`config.mk`:
```
export PLATFORM = sky130hd
export DESIGN_NAME = modbus_tcp_request_framer_core
export DESIGN_NICKNAME = d
export VERILOG_FILES = /design/src/sv/mbtf_pkg.sv /design/src/sv/mbtf_builder.sv /design/src/sv/mbtf_cell.sv /design/src/sv/modbus_tcp_request_framer_core.sv
export SDC_FILE = /design/constraint.sdc
export NUM_CORES = 1
export LEC_CHECK = 0
export BUFFER_PORTS_ARGS = -buffer_cell sky130_fd_sc_hd__buf_2
export CORE_ASPECT_RATIO = 1.25
export CORE_MARGIN = 5
export CORE_UTILIZATION = 42
export CTS_BUF_LIST = sky130_fd_sc_hd__clkbuf_8
export DETAILED_ROUTE_END_ITERATION = 12
export GPL_ROUTABILITY_DRIVEN = 0
export SETUP_SLACK_MARGIN = 0.1
export SYNTH_ARGS = -nofsm -noshare
export SYNTH_HDL_FRONTEND = slang
export SYNTH_SLANG_ARGS = --single-unit
```
`constraint.sdc`:
```
create_clock -name clock -period 19.9 [get_ports clock]
set_input_delay 0 -clock clock [delete_from_list [all_inputs] [get_ports clock]]
set_output_delay 0 -clock clock [all_outputs]
set_load 0.01 [all_outputs]
```
`src/sv/mbtf_pkg.sv`:
```
package mbtf_pkg;

   // request kinds carried on req_tuser
   localparam logic [1:0] FUNC_READ_REGS   = 2'd0;
   localparam logic [1:0] FUNC_WRITE_REG   = 2'd1;
   localparam logic [1:0] FUNC_READ_COILS  = 2'd2;
   localparam logic [1:0] FUNC_WRITE_COILS = 2'd3;

   // register byte orders
   localparam logic [1:0] ORDER_ABCD = 2'd0;
   localparam logic [1:0] ORDER_BADC = 2'd1;
   localparam logic [1:0] ORDER_CDAB = 2'd2;
   localparam logic [1:0] ORDER_DCBA = 2'd3;

   // function codes
   localparam logic [7:0] FC_READ_COILS     = 8'h01;
   localparam logic [7:0] FC_READ_REGS      = 8'h03;
   localparam logic [7:0] FC_WRITE_COIL     = 8'h05;
   localparam logic [7:0] FC_WRITE_REG      = 8'h06;
   localparam logic [7:0] FC_WRITE_COILS    = 8'h0F;
   localparam logic [7:0] FC_WRITE_REGS     = 8'h10;

   localparam logic [7:0]  LEN_SHORT      = 8'h06;
   localparam logic [7:0]  LEN_WIDE       = 8'h0B;
   localparam logic [7:0]  LEN_COIL_BASE  = 8'h07;
   localparam logic [15:0] COIL_ON        = 16'hFF00;
   localparam logic [7:0]  WIDE_REG_COUNT = 8'h02;
   localparam logic [7:0]  WIDE_BYTES     = 8'h04;

   // configuration register indexes
   localparam logic CSR_UNIT_ID        = 1'b0;
   localparam logic CSR_TRANSACTION_ID = 1'b1;

   localparam int MAX_COIL_BYTES_DEF = 32;
   localparam int HDR_BYTES          = 17;   // longest fixed frame image
   localparam int LEN_W              = 7;    // frame length up to 127
   localparam int REQ_DATA_W         = 72;

   typedef logic [HDR_BYTES-1:0][7:0] hdr_type;

   typedef struct packed {
      hdr_type          hdr;
      logic [LEN_W-1:0] len;
      logic             err;
   } frame_type;

   typedef struct packed {
      logic       valid;
      logic       last;
      logic       err;
      logic [7:0] data;
   } cell_type;

endpackage

```
`src/sv/mbtf_builder.sv`:
```
module mbtf_builder #(
   parameter int MAX_COIL_BYTES = mbtf_pkg::MAX_COIL_BYTES_DEF
) (
   input  logic [1:0]          func,
   input  logic [15:0]         start_address,
   input  logic [15:0]         item_count,
   input  logic [31:0]         write_value,
   input  logic                wide_value,
   input  logic [1:0]          byte_order,
   input  logic [7:0]          unit_id,
   input  logic [15:0]         transaction_id,
   output mbtf_pkg::frame_type frame
);
   import mbtf_pkg::*;

   logic [13:0] nbytes;
   logic        val_nz;
   logic [7:0]  va, vb, vc, vd;

   assign nbytes = 14'(({1'b0, item_count} + 17'd7) >> 3);
   assign val_nz = (write_value != 32'd0);
   assign va     = write_value[31:24];
   assign vb     = write_value[23:16];
   assign vc     = write_value[15:8];
   assign vd     = write_value[7:0];

   always_comb begin
      frame.hdr     = '0;
      frame.len     = LEN_W'(12);
      frame.err     = 1'b0;
      frame.hdr[0]  = transaction_id[15:8];
      frame.hdr[1]  = transaction_id[7:0];
      frame.hdr[5]  = LEN_SHORT;
      frame.hdr[6]  = unit_id;
      frame.hdr[8]  = start_address[15:8];
      frame.hdr[9]  = start_address[7:0];
      case (func)
         FUNC_READ_REGS, FUNC_READ_COILS: begin
            frame.hdr[7]  = (func == FUNC_READ_REGS) ? FC_READ_REGS : FC_READ_COILS;
            frame.hdr[10] = item_count[15:8];
            frame.hdr[11] = item_count[7:0];
         end
         FUNC_WRITE_REG: begin
            if (!wide_value) begin
               frame.hdr[7] = FC_WRITE_REG;
               if (byte_order == ORDER_BADC) begin
                  frame.hdr[10] = vd;
                  frame.hdr[11] = vc;
               end else begin
                  frame.hdr[10] = vc;
                  frame.hdr[11] = vd;
               end
            end else begin
               frame.hdr[5]  = LEN_WIDE;
               frame.hdr[7]  = FC_WRITE_REGS;
               frame.hdr[11] = WIDE_REG_COUNT;
               frame.hdr[12] = WIDE_BYTES;
               frame.len     = LEN_W'(HDR_BYTES);
               case (byte_order)
                  ORDER_ABCD: frame.hdr[16:13] = {vd, vc, vb, va};
                  ORDER_BADC: frame.hdr[16:13] = {vc, vd, va, vb};
                  ORDER_CDAB: frame.hdr[16:13] = {vb, va, vd, vc};
                  default:    frame.hdr[16:13] = {va, vb, vc, vd};
               endcase
            end
         end
         default: begin
            if (item_count == 16'd1) begin
               frame.hdr[7]  = FC_WRITE_COIL;
               frame.hdr[10] = val_nz ? COIL_ON[15:8] : 8'h00;
               frame.hdr[11] = COIL_ON[7:0];
            end else if (nbytes > 14'(MAX_COIL_BYTES)) begin
               // overflow: one error beat with a zero byte
               frame.hdr = '0;
               frame.len = LEN_W'(1);
               frame.err = 1'b1;
            end else begin
               frame.hdr[5]  = 8'(LEN_COIL_BASE + nbytes[7:0]);
               frame.hdr[7]  = FC_WRITE_COILS;
               frame.hdr[10] = item_count[15:8];
               frame.hdr[11] = item_count[7:0];
               frame.hdr[12] = nbytes[7:0];
               frame.hdr[13] = {7'd0, val_nz};
               frame.len     = LEN_W'(7'd13 + nbytes[6:0]);
            end
         end
      endcase
   end

endmodule

```
`src/sv/mbtf_cell.sv`:
```
module mbtf_cell (
   input  logic               clock,
   input  logic               reset,
   input  logic               load,
   input  logic               shift,
   input  mbtf_pkg::cell_type load_value,
   input  mbtf_pkg::cell_type neighbor,
   output mbtf_pkg::cell_type cur
);
   import mbtf_pkg::*;

   cell_type cell_ff, cell_in;

   // load wins: it only happens when the row is empty or draining its final beat
   always_comb begin
      cell_in = cell_ff;
      if (load) begin
         cell_in = load_value;
      end else if (shift) begin
         cell_in = neighbor;
      end
   end

   always_ff @(posedge clock) begin
      if (reset) begin
         cell_ff.valid <= 1'b0;
      end else begin
         cell_ff.valid <= cell_in.valid;
      end
      cell_ff.last <= cell_in.last;
      cell_ff.err  <= cell_in.err;
      cell_ff.data <= cell_in.data;
   end

   assign cur = cell_ff;

endmodule

```
`src/sv/modbus_tcp_request_framer_core.sv`:
```
// Modbus TCP request framer. Each request beat (kind on req_tuser, address,
// count, value, width and byte order on req_tdata) becomes the complete
// request frame, one byte per rsp beat: MBAP header, function code and
// payload, rsp_tlast on the final byte. A coil write whose packed byte count
// exceeds MAX_COIL_BYTES gives one beat with byte 0, tlast and tuser high.
// The whole frame image is loaded at once into a row of byte cells; the row
// shifts one byte toward the output every beat. A frame is 12 bytes, 13 +
// coil bytes, or 17 bytes (the error frame is one beat), and the
// next request is taken in the same cycle the final byte leaves, so frames
// follow back to back. The output rate of one byte per cycle while
// rsp_tready is high sets the throughput.
module modbus_tcp_request_framer_core #(
   parameter int MAX_COIL_BYTES = mbtf_pkg::MAX_COIL_BYTES_DEF
) (
   input  logic        clock,
   input  logic        reset,
   // tdata: start_address[15:0], item_count[31:16], write_value[63:32],
   //        wide_value[64], byte_order[66:65], zero fill [71:67]
   input  logic [mbtf_pkg::REQ_DATA_W-1:0] req_tdata,
   input  logic [1:0]  req_tuser,    // func
   input  logic        req_tvalid,
   output logic        req_tready,
   output logic [7:0]  rsp_tdata,    // frame_byte
   output logic        rsp_tlast,    // last_byte
   output logic        rsp_tuser,    // too_many_coils
   output logic        rsp_tvalid,
   input  logic        rsp_tready,
   input  logic        csr_we,
   input  logic        csr_index,
   input  logic [15:0] csr_wdata
);
   import mbtf_pkg::*;

   // enough cells for the longest coil frame and the 32-bit register write
   localparam int NCELL = (13 + MAX_COIL_BYTES > HDR_BYTES) ? 13 + MAX_COIL_BYTES
                                                            : HDR_BYTES;

   logic [7:0]  unit_id_ff;
   logic [15:0] transaction_id_ff;

   frame_type frame;
   cell_type  cells   [NCELL+1];
   logic      load;
   logic      shift;

   // configuration registers, to be written only between requests; the block itself does not enforce this
   always_ff @(posedge clock) begin
      if (reset) begin
         unit_id_ff        <= 8'd1;
         transaction_id_ff <= 16'd1;
      end else if (csr_we) begin
         case (csr_index)
            CSR_UNIT_ID:        unit_id_ff        <= csr_wdata[7:0];
            CSR_TRANSACTION_ID: transaction_id_ff <= csr_wdata;
            default:            ;
         endcase
      end
   end

   mbtf_builder #(
      .MAX_COIL_BYTES(MAX_COIL_BYTES)
   ) u_builder (
      .func          (req_tuser),
      .start_address (req_tdata[15:0]),
      .item_count    (req_tdata[31:16]),
      .write_value   (req_tdata[63:32]),
      .wide_value    (req_tdata[64]),
      .byte_order    (req_tdata[66:65]),
      .unit_id       (unit_id_ff),
      .transaction_id(transaction_id_ff),
      .frame         (frame)
   );

   // accept a request when the row is empty or its final beat leaves now
   assign req_tready = !cells[0].valid || (cells[0].last && rsp_tready);
   assign load       = req_tvalid && req_tready;
   // advance the row whenever the head beat is taken
   assign shift      = cells[0].valid && rsp_tready;

   // past the end of the row feed an empty cell
   assign cells[NCELL] = '0;

   for (genvar i = 0; i < NCELL; i++) begin : g_row
      // header byte this cell takes from the fixed image
      localparam int HI = (i < HDR_BYTES) ? i : 0;

      cell_type load_value;

      always_comb begin
         load_value.valid = (LEN_W'(i) < frame.len);
         load_value.last  = (LEN_W'(i) == frame.len - LEN_W'(1));
         load_value.err   = (i == 0) ? frame.err : 1'b0;
         // beyond the fixed image only zero coil bytes remain
         load_value.data  = (i < HDR_BYTES) ? frame.hdr[HI] : 8'h00;
      end

      mbtf_cell u_cell (
         .clock     (clock),
         .reset     (reset),
         .load      (load),
         .shift     (shift),
         .load_value(load_value),
         .neighbor  (cells[i+1]),
         .cur       (cells[i])
      );
   end

   // head cell is the output register
   assign rsp_tvalid = cells[0].valid;
   assign rsp_tdata  = cells[0].data;
   assign rsp_tlast  = cells[0].last;
   assign rsp_tuser  = cells[0].err;

   a_load_fills_head : assert property (@(posedge clock) disable iff (reset)
      load |=> cells[0].valid)
      else $error("accepted request left head cell empty");

   a_err_is_last : assert property (@(posedge clock) disable iff (reset)
      (cells[0].valid && cells[0].err) |-> (cells[0].last && cells[0].data == 8'h00))
      else $error("error beat not a single zero last beat");

   a_row_packed : assert property (@(posedge clock) disable iff (reset)
      cells[1].valid |-> (cells[0].valid && !cells[0].last))
      else $error("gap or stray beat behind a frame's last byte");

   a_no_early_accept : assert property (@(posedge clock) disable iff (reset)
      (cells[0].valid && !cells[0].last) |-> !req_tready)
      else $error("request taken while a frame is mid-flight");

endmodule
```
---- Word-level counts from Yosys, hierarchy flattened ----
Index checks and enable logic that the tools add are counted.
operators by class
  $add $sub $neg .......................... 4
  eq/ne operators ......................... 49
  multiplexer cells ....................... 122
  $lt $le $gt $ge ......................... 46
  reductions and logical operators ........ 14
  bitwise operators ....................... 1
operators by type and width
  operator                                                                           number
  11-bit 2-to-1 mux                                                                  90
  5-bit by 7-bit == test with 1-bit output (first input constant)                    16
  5-bit by 7-bit less-than comparator with 1-bit output (first input constant)       16
  16-bit 2-to-1 mux                                                                  7
  32-bit case mux with 3 select lines                                                1
  6-bit by 7-bit == test with 1-bit output (first input constant)                    13
  6-bit by 7-bit less-than comparator with 1-bit output (first input constant)       13
  40-bit 2-to-1 mux                                                                  2
  40-bit case mux with 2 select lines                                                1
  64-bit 2-to-1 mux                                                                  1
  4-bit by 7-bit == test with 1-bit output (first input constant)                    8
  4-bit by 7-bit less-than comparator with 1-bit output (first input constant)       8
  8-bit 2-to-1 mux                                                                   7
  16-bit case mux with 2 select lines                                                1
  8-bit case mux with 2 select lines                                                 2
  32-bit nonzero test                                                                1
  3-bit by 7-bit == test with 1-bit output (first input constant)                    4
  3-bit by 7-bit less-than comparator with 1-bit output (first input constant)       4
  25-bit 2-to-1 mux                                                                  1
  16-bit by 3-bit adder with 17-bit output (second input constant)                   1
  16-bit by 1-bit == test with 1-bit output (second input constant)                  1
  2-bit by 7-bit == test with 1-bit output (first input constant)                    2
  14-bit by 6-bit greater-than comparator with 1-bit output (second input constant)  1
  1-bit by 7-bit less-than comparator with 1-bit output (first input constant)       2
  23 further kinds                                                                   33
word-level totals
  logic and storage cells ................. 346
  register bits ........................... 251
  input port bits ......................... 96

---- Longest topological paths before layout ----
Gate-level depths: netlist of the first run.
  depth after elaboration ................. 8
  mapped depth ............................ 13
  gate-level depth less buffers ........... 11

---- By module ----
Synthesis of the first run repeated with hierarchy kept, for this count alone.
second synthesis, totals
  cells, all modules ...................... 1822
  area, all modules ....................... 27432.6 µm²
modules (own cells, without submodules)
  module                          area an instance (µm²)  instances  cells each  seq. area each (µm²)
  mbtf_cell                       513.0                   45         27          320.3
  mbtf_builder                    2603.7                  1          326         0.0
  modbus_tcp_request_framer_core  1744.2                  1          281         480.5

---- Worst setup path after synthesis of the first run ----
OpenSTA, ideal clock, no wires.
  kind .................................... reg-to-reg
  start ................................... reg g_row[0].u_cell.cell_ff (netlist bit g_row[0].u_cell.cur[9])
  end ..................................... reg g_row[36].u_cell.cell_ff (netlist bit g_row[36].u_cell.cur[10])
  arrival time ............................ 6.938 ns
  setup slack ............................. 12.866 ns
  clock period less this slack ............ 7.034 ns
  setup time .............................. 0.096 ns
  required time ........................... 19.804 ns
  stages on the path, launching flop included .. 10
  path buffers ............................ 2
  path through ............................ edfxtp_1 nand2_1 nand2_1 and2_1 clkbuf_1 nor2_1 inv_1 clkbuf_1 o21ai_0 a31oi_1
on the way
  cells in the longest elaborated chain, start to end .. 4
  elaborated cells on any way between the ends .. 5
ends and longest elaborated chain
  element                                                         RTL line                              source
  start: declaration                                              mbtf_cell.sv:12                       cell_type cell_ff, cell_in;
  1-bit logical AND *                                             modbus_tcp_request_framer_core.sv:75  assign req_tready = !cells[0].valid || (cells[0].last && rsp_tready);
  1-bit logical OR *                                              modbus_tcp_request_framer_core.sv:75
  net req_tready                                                  modbus_tcp_request_framer_core.sv:22  output logic req_tready,
  1-bit logical AND *                                             modbus_tcp_request_framer_core.sv:76  assign load = req_tvalid && req_tready;
  11-bit 2-to-1 mux / 2-bit nonzero test (equally long branches)  n/a
  end: declaration                                                mbtf_cell.sv:12
Mark *: on every way through the listed nets, which the timed path passes. The rest lies on a longest branch.
A chain may end at the register's enable or synchronous reset.

==> results_dict.tcl, run 1 <==
set metrics [dict create \
    cp_data_required_time_ps 20180 \
    syn_area_um2 12450 \
    viasPerCell 5.453 \
    area_growth_pct 18.55 \
    rsz0062_at_grt "no" \
    hp-class "in -> reg" \
    cap_violations 0 \
    dieWidth_um 164.0 \
    start_util 0.4255 \
    wire_per_inst_um 17.96 \
    grt_usage 0.1886 \
    reg2reg_slack_ps 16320 \
    outcome "complete, no violations" \
    worst_pin_slew_ps 1140 \
    clock.fmax_mhz 242.0 \
    relSlewSlack 0.2385 \
    synth_xor_area_frac 0.01287 \
    synth-compound-area-share 0.1875 \
    clk_pin_slew_ps 60 \
    syn_nets 1285 \
    drt_iter0_markers 682 \
    fin_cells 1754 \
    grt_pass1_vias 9587 \
    vias 9565 \
    dr.pass1.iters 5 \
    synth-warning-count 0 \
    num_rows 70 \
    coreArea_um2 29250 \
    cts_buffer_depth 3 \
    syn_inst 1183 \
    yosysSeqAreaShare 0.5500 \
    drcViolationCount 0 \
    io_buffers 102 \
    fin_skew_ps 18.79 \
    cp_max_fo 14 \
    antenna_found_initial 3 \
    drt-total-wl_um 31500 \
    grt_pass1_wl_um 50760 \
    muxShareOfSynthArea 0.05096 \
    setup_viol 0 \
    p_sw_uw 348.1 \
    final_nets 1425 \
    ant_nets 0 \
    cts_tree "built" \
    dp.cells 1594 \
    hold_violations 0 \
    grt-ovfl-total 0 \
    ys_seq_elements 251 \
    crit_arrival_ps 4410 \
    synth_cell_types 78 \
    insertion_delay_ps 570 \
    cts.htree.levels 2 \
    seq_power_share 0.503 \
    grt_start_max_net_pins 126 \
    dp_hpwl_um 19860 \
    synthTopCellsByArea "edfxtp_1 (44%), dfxtp_1 (11%), nand2_1 (6.7%)" \
    p_int_uw 948.2 \
    die_h_um 202.5 \
    synth_edf_count 182 \
    switching_share 0.2685 \
    comb_power_share 0.151 \
    synthSimpleGateAreaFrac 0.1551 \
    synth_area_leader_cell "edfxtp_1" \
    slew_viol_final 0 \
    synth_top_family_by_area "compound AO/OA/AOI/OAI gates" \
    synth_top_area_frac 0.4390 \
    final.min_clock_period_ps 4133 \
    p_clk_frac 0.346 \
    crit_type "in -> reg" \
    synth_ff_type "edfxtp_1" \
    dieArea_um2 33200 \
    synthAdderAreaFrac 0.006031 \
    async_flop_share 0 \
    cts_inserted_buffers 42 \
    p_per_area_nw_per_um2 87.84 \
    drive_above_1_share 0.1681 \
    endpoint_kind "flop" \
    tns_ps 0 \
    cts_root_buf "clkbuf_8" \
    syn_area_per_cell_um2 10.52 \
    crit_path_start_kind "input pin" \
    p_leak_uw 0.005465 \
    pin_count 108 \
    peakVddDrop_uv 60.19 \
    finalCritPeriodShare 0.2077 \
    clock_sinks 251 \
]
==> final timing paths <==
check	from	end	cells past startpoint
setup / recovery	req_tdata[19]	g_row[19].u_cell.cur[9]	13
hold / removal	req_tdata[44]	g_row[16].u_cell.cur[4]	3
setup reg to reg	g_row[0].u_cell.cur[10]	g_row[42].u_cell.cur[10]	7
hold reg to reg	transaction_id_ff[2]	transaction_id_ff[2]	2
==> Yosys cell counts (3+ instances only) <==
library cell and n:
nand2_1 223, edfxtp_1 182, nor2_1 84, a21oi_1 73
dfxtp_1 69, clkbuf_1 63, a22o_1 55, o21ai_0 47
and2_1 39, o21ai_1 38, a211oi_1 27, nand3_1 19
a31oi_1 18, mux2i_1 17, mux4_2 16, nor4_1 16
buf_2 14, a311oi_1 13, inv_1 13, o21a_1 10
buf_4 9, mux2_2 8, nor2b_1 8, nand4_1 7
nor3_1 7, xnor2_1 7, buf_1 6, ha_1 6
o31ai_1 6, a221oi_1 5, a22oi_1 5, nand2b_1 5
xor2_1 5, o21ai_2 4, a31oi_4 3, and4_1 3
nor2_2 3, o211ai_1 3
==> flip-flops by register name, indices dropped and copies added, names as in the netlist <==
name               count
g_row.u_cell.cur     227
unit_id_ff             8
transaction_id_ff     16
==> per-stage QoR <==
step / util / setup WS, ps / hold WS, ps / total power [uW] / cell area (um^2)
2_1_floorplan: - / 12870 / 122.8 / 798.6 / 12450
3_3_place_gp: 0.4482 / 15800 / 243.5 / 841.5 / 13110
3_5_place_dp: 0.4482 / 15780 / 245.6 / 846.4 / 13110
4_1_cts: 0.5043 / 15810 / 2.230 / 1311 / 14750
5_1_grt: 0.5045 / 15510 / 17.81 / 1359 / 14760
6_report: 0.5045 / 15770 / 31.87 / 1296 / 14760
==> layout by cell type, fill, tap and decap left out, types with 6 or more instances in the layout <==
master,instances
nor4_1,16
nor2_1,82
inv_1,27
a21oi_1,73
nand3_1,19
o31ai_1,6
mux4_2,16
nand2_1,222
o21ai_0,47
o21a_1,10
a311oi_1,13
buf_2,102
mux2i_1,17
nand4_1,7
nor2b_1,8
dlygate4sd3_1,81
nor3_1,7
a22o_1,55
edfxtp_1,182
clkbuf_8,48
xnor2_1,7
a31oi_1,18
mux2_2,8
ha_1,6
a211oi_1,27
o21ai_1,38
and2_1,39
dfxtp_1,69
buf_4,7
==> power by group through the flow <==
stage          Clock, uW  Sequential (uW)  Combinational, uW
2_1_floorplan          0              665                133
3_3_place_gp           0              662                180
3_5_place_dp           0              663                183
4_1_cts              460              653                198
5_1_grt              484              657                218
6_report             448              652                196
==> worst max-delay path, stage by stage <==
cell and delay [ps]:
dlygate4sd3_1 550, buf_2 190, or4_4 550, nand2_1 240
ha_1 280, inv_1 80, o41ai_2 320, a211o_2 210
and4bb_4 420, a31o_1 540, nor2_1 120, mux2i_2 680
o21ai_0 210
==> cells by family after synthesis <==
logic type / Yosys count
simple gates: 429
compound gates: 333
flops: 251
buf+inv: 107
mux: 42
xor+xnor: 15
fa+ha+maj: 6
==> cell type report <==
| class | count | area [um^2] |
|---|---|---|
| well taps | 396 | 495.5 |
| clock buffers | 48 | 660.6 |
| fillers | 2686 | 14500 |
| multi-input cells | 825 | 5151 |
| diodes | 2 | 5.005 |
| flip-flops and latches | 251 | 6847 |
| repair buffers | 190 | 1374 |
| inverters | 13 | 56.30 |
| clock inverters | 29 | 168.9 |
==> metal layers <==
metal | vias to the layer above | global-route usage | routed length, um
met5 | - | 0 | 12
met4 | 2 | 0.06203 | 743
met3 | 52 | 0.03614 | 1579
met2 | 256 | 0.3125 | 15520
met1 | 4605 | 0.2493 | 13650
li1 | 4650 | - | -
==> repair_timing <==
action | 4_1_cts | 5_1_grt
hold buffers | 81 | 0
setup buffers | 0 | 0
resized for setup | 0 | 0
endpoints found under the hold margin | 79 | 0
Power figures use the tool's default switching activity.
==> inputs of run 2 (changes only) <==
Clock period 19.9 ns to 3.94 ns, I/O delays scaled along.
==> results_dict.tcl, run 2 (same netlist as run 1, synthesis figures left out) <==
set metrics [dict create \
    clk_pin_slew_ps 70 \
    endpoint_kind "flop" \
    dieArea_um2 33200 \
    clock.fmax_mhz 280.8 \
    viasPerCell 5.535 \
    rsz0062_at_grt "no" \
    top_layer_used "met5" \
    crit_arrival_ps 3850 \
    relSlewSlack 0.3528 \
    grt-ovfl-total 0 \
    vias 9764 \
    clock_sinks 251 \
    grt_pass1_vias 9523 \
    cts_tree "built" \
    final_nets 1436 \
    fillers 2731 \
    cp_max_fo 14 \
    finalCritPeriodShare 0.9040 \
    cap_violations 0 \
    ant_nets 0 \
    cts_buffer_depth 3 \
    cts_root_buf "clkbuf_8" \
    grt_pass1_wl_um 50630 \
    wl_met1_um 13830 \
    worstHoldPathCells 3 \
    peakVddDrop_uv 213.6 \
    pin_count 108 \
    timing.rr.start "g_row[0].u_cell.cur[10]" \
    tns_ps 0 \
    wire_per_inst_um 18.09 \
    p_per_area_nw_per_um2 447.3 \
    postCtsSetupRepairBufs 0 \
    p_leak_uw 0.005532 \
    fin_cells 1764 \
    drt-total-wl_um 31910 \
    final.min_clock_period_ps 3562 \
    hp-class "in -> reg" \
    drt_iter0_markers 588 \
    largest_reg_flops 227 \
    reg2reg_slack_ps 1390 \
    multiInputGateArea_um2 5149 \
    placed_area_um2 13220 \
    cts.htree.levels 2 \
    hold_path_end "g_row[10].u_cell.cur[5]" \
    dp.cells 1607 \
    coreArea_um2 29250 \
    final_common_cell "nand2_1" \
    outcome "complete, but fails checks" \
    setup_viol 0 \
    start_util 0.4255 \
    dieWidth_um 164.0 \
    wl_met2_um 15430 \
    crit_path_start_kind "input pin" \
    finalHoldWorstSlack_ps -1.942 \
    crit_type "in -> reg" \
    num_rows 70 \
    area_growth_pct 19.43 \
    hold_violations 1 \
    final_area_um2 14870 \
    r2r_cells 5 \
    reg2reg_to "g_row[14].u_cell.cur[3]" \
    antenna_found_initial 3 \
    final_cell_mix "nand2_1 (222), edfxtp_1 (182), buf_2 (102)" \
    insertion_delay_ps 580 \
    min_from "req_tdata[29]" \
    violations "hold timing" \
    seqCellArea_um2 6847 \
    io_buffers 102 \
    final_util 0.5082 \
    grt_usage 0.1886 \
    drcViolationCount 0 \
    fin_skew_ps 21.17 \
    dr.pass1.iters 5 \
    wl_met3_um 1709 \
    slew_viol_final 0 \
    fin_total_pwr_uw 6649 \
    grt_start_max_net_pins 115 \
    drive_above_1_share 0.1719 \
    cp_data_required_time_ps 4220 \
    die_h_um 202.5 \
    dp_hpwl_um 20560 \
    cts_inserted_buffers 42 \
    worst_pin_slew_ps 968.9 \
]
[run 2: cell count changes in the layout (fill, tap and decap cells not counted), sizes merged, moves of 2 or more]
cell and change:
clkinvlp -2, buf +13, clkinv +2, dlygate4sd3 -2
bufinv +2, clkbuf -3
[run 2: worst max-delay path: stages]
cell	delay, ps
dlygate4sd3_1	560
buf_2	180
or4_4	560
nand2_1	220
ha_1	280
inv_1	90
o41ai_2	310
a211o_2	210
and4bb_4	410
a31o_1	410
nor2_1	110
mux2i_2	150
buf_4	230
o31ai_1	100
[run 2: cell type report]
cell class,count,area share
antenna,1,0.0001683
inverter,13,0.003787
multi-input combinational,825,0.3463
tap,396,0.03333
sequential,251,0.4605
clock buffer,45,0.04166
clock inverter,32,0.01574
timing repair buffer,201,0.09847
[run 2: worst max-delay path by stage]
| stage | start | endpoint | slack [ps] | depth (start not counted) |
|---|---|---|---|---|
| 3_5_place_dp | req_tdata[16] | g_row[19].u_cell.cur[9] | 410 | 13 |
| 2_1_floorplan | g_row[0].u_cell.cur[9] | g_row[36].u_cell.cur[10] | 890 | 9 |
| 4_1_cts | req_tdata[16] | g_row[19].u_cell.cur[9] | 440 | 14 |
| 3_3_place_gp | req_tdata[16] | g_row[19].u_cell.cur[9] | 470 | 13 |
| 5_1_grt | req_tdata[16] | g_row[19].u_cell.cur[9] | 250 | 14 |
| 6_report | req_tdata[16] | g_row[31].u_cell.cur[9] | 380 | 14 |
[run 2: power breakdown]
group          switching (uW)  total [uW]  internal, uW
sequential               87.0        3290          3210
combinational             607        1000           394
clock                    1090        2360          1270
[run 2: repair_timing]
item                      in CTS  in global routing
gates resized for setup        0                  0
hold buffers                  79                  0
hold endpoints to repair      78                  0
[run 2: through the flow]
stage	setup WS, ps	hold WS [ps]
floorplan	889.2	122.8
global placement	472.7	243.7
detailed placement	406.0	250.0
CTS	443.5	2.261
global route	250.1	5.233
finish	378.3	-1.942
[run 2: metal layers]
metal  vias up  global-route usage
met5         -                   0
met4         6             0.06623
met3        74             0.03533
met2       311              0.3135
met1      4692              0.2473
li1       4681                   -
==> inputs of run 3 (changes only) <==
Settings changed: HOLD_SLACK_MARGIN set to 0.08.
==> results_dict.tcl, run 3 (same netlist as run 1, synthesis figures left out) <==
set metrics [dict create \
    outcome "complete, no violations" \
    postCtsSetupRepairBufs 0 \
    dieWidth_um 164.0 \
    seqCellArea_um2 6847 \
    cts_buffer_depth 3 \
    cp_data_required_time_ps 4350 \
    cp_max_fo 15 \
    final_nets 1491 \
    drcViolationCount 0 \
    crit_family "buffers and inverters" \
    setup_viol 0 \
    antennaDiodeCount 0 \
    p_leak_uw 0.005799 \
    cts_inserted_buffers 42 \
    area_growth_pct 23.89 \
    multiInputGateArea_um2 5156 \
    relSlewSlack 0.3529 \
    hp-class "in -> reg" \
    grt_pass1_wl_um 52470 \
    fillers 2663 \
    slowest_stage "dlygate4sd3_1" \
    tns_ps 0 \
    final.min_clock_period_ps 3722 \
    reg2reg_slack_ps 1030 \
    clock.fmax_mhz 268.7 \
    final_common_cell "nand2_1" \
    grt_pass1_vias 9943 \
    max_stage_delay_ps 570 \
    finalCritPeriodShare 0.9446 \
    num_rows 70 \
    clock_sinks 251 \
    dr.pass1.iters 5 \
    final_util 0.5272 \
    worst_pin_slew_ps 968.7 \
    crit_path_start_kind "input pin" \
    coreArea_um2 29250 \
    vias 9974 \
    largest_reg_flops 227 \
    grt-ovfl-total 0 \
    clk_pin_slew_ps 60 \
    io_buffers 102 \
    rsz0062_at_grt "no" \
    grt_usage 0.1951 \
    drive_above_1_share 0.1653 \
    slew_viol_final 0 \
    antenna_found_initial 1 \
    critical_path.cell_chain "dlygate4sd3_1 -> buf_2 -> or4_4 -> nand2_1 -> ha_1 -> inv_1 -> o41ai_2 -> a211o_2 -> and4bb_4 -> nand2_1 -> o21ai_4 -> a21oi_1 -> dlygate4sd3_1 -> o21ai_0" \
    cts_tree "built" \
    dp_hpwl_um 20560 \
    p_per_area_nw_per_um2 434.6 \
    crit_type "in -> reg" \
    endpoint_kind "flop" \
    die_h_um 202.5 \
    viasPerCell 5.486 \
    peakVddDrop_uv 208.7 \
    cts_root_buf "clkbuf_8" \
    fin_skew_ps 20.67 \
    cts.htree.levels 2 \
    final_cell_mix "nand2_1 (222), edfxtp_1 (182), dlygate4sd3_1 (134)" \
    grt_start_max_net_pins 115 \
    drt-total-wl_um 32870 \
    dieArea_um2 33200 \
    cap_violations 0 \
    pin_count 108 \
    crit_arrival_ps 4130 \
    fin_total_pwr_uw 6702 \
    insertion_delay_ps 580 \
    wire_per_inst_um 18.08 \
    start_util 0.4255 \
    ant_nets 0 \
    drt_iter0_markers 635 \
    path_buf_inv 4 \
    hold_violations 0 \
]
==> run 3: cell count changes in the layout (fill, tap and decap cells not counted), sizes merged <==
cell and change:
dlygate4sd3 +55, diode -1
==> run 3: cell type report <==
type / instances / share of cell area
flip-flops and latches: 251 / 0.4439
repair buffers: 256 / 0.1306
well taps: 396 / 0.03213
clock inverters: 32 / 0.01517
multi-input cells: 825 / 0.3343
clock buffers: 45 / 0.04016
inverters: 13 / 0.003651
==> run 3: final timing paths <==
path,from,end,cells past startpoint
max reg2reg,g_row[0].u_cell.cur[9],g_row[13].u_cell.cur[0],9
max,req_tdata[16],g_row[11].u_cell.cur[4],14
min,req_tdata[31],g_row[10].u_cell.cur[7],3
min reg2reg,transaction_id_ff[2],transaction_id_ff[2],2
==> run 3: through the flow <==
| stage | worst slack, ps | cells | cell area [um^2] | hold WS [ps] |
|---|---|---|---|---|
| after detailed placement | 406.0 | 1607 | 13220 | 250.0 |
| after floorplan | 889.2 | 1183 | 12450 | 122.8 |
| final | 218.4 | 1818 | 15420 | 120.1 |
| after CTS | 230.3 | 1818 | 15410 | 105.5 |
| after global placement | 472.7 | 1607 | 13220 | 243.7 |
| after global routing | 104.3 | 1818 | 15420 | 151.4 |
==> run 3: worst register-to-register path, delay by kind of cell, from the launching register on <==
kind | cells | cell delay [ps]
flops | 1 | 390
compound gates | 2 | 290
buf+inv | 3 | 1270
simple gates | 4 | 710
==> run 3: per-layer routing <==
metal / vias to the layer above / global-route usage / routed length (um)
met3: 77 / 0.03310 / 1454
met1: 4823 / 0.2530 / 14340
met4: 2 / 0.07132 / 991
li1: 4795 / - / -
met5: - / 0 / 12
met2: 277 / 0.3285 / 16080
==> run 3: report_power, final <==
part | total, uW | internal (uW) | switching (uW) | leakage (uW)
Sequential | 3290 | 3210 | 87.2 | 0.00240
Combinational | 1050 | 435 | 618 | 0.00291
Clock | 2360 | 1270 | 1090 | 0.000488
Total | 6700 | 4910 | 1790 | 0.00580
==> run 3: repair_timing <==
action | 4_1_cts | 5_1_grt
endpoints found under the hold margin | 107 | 0
hold buffers | 134 | 0
gates resized for setup | 0 | 1
setup endpoints to repair | 0 | 3
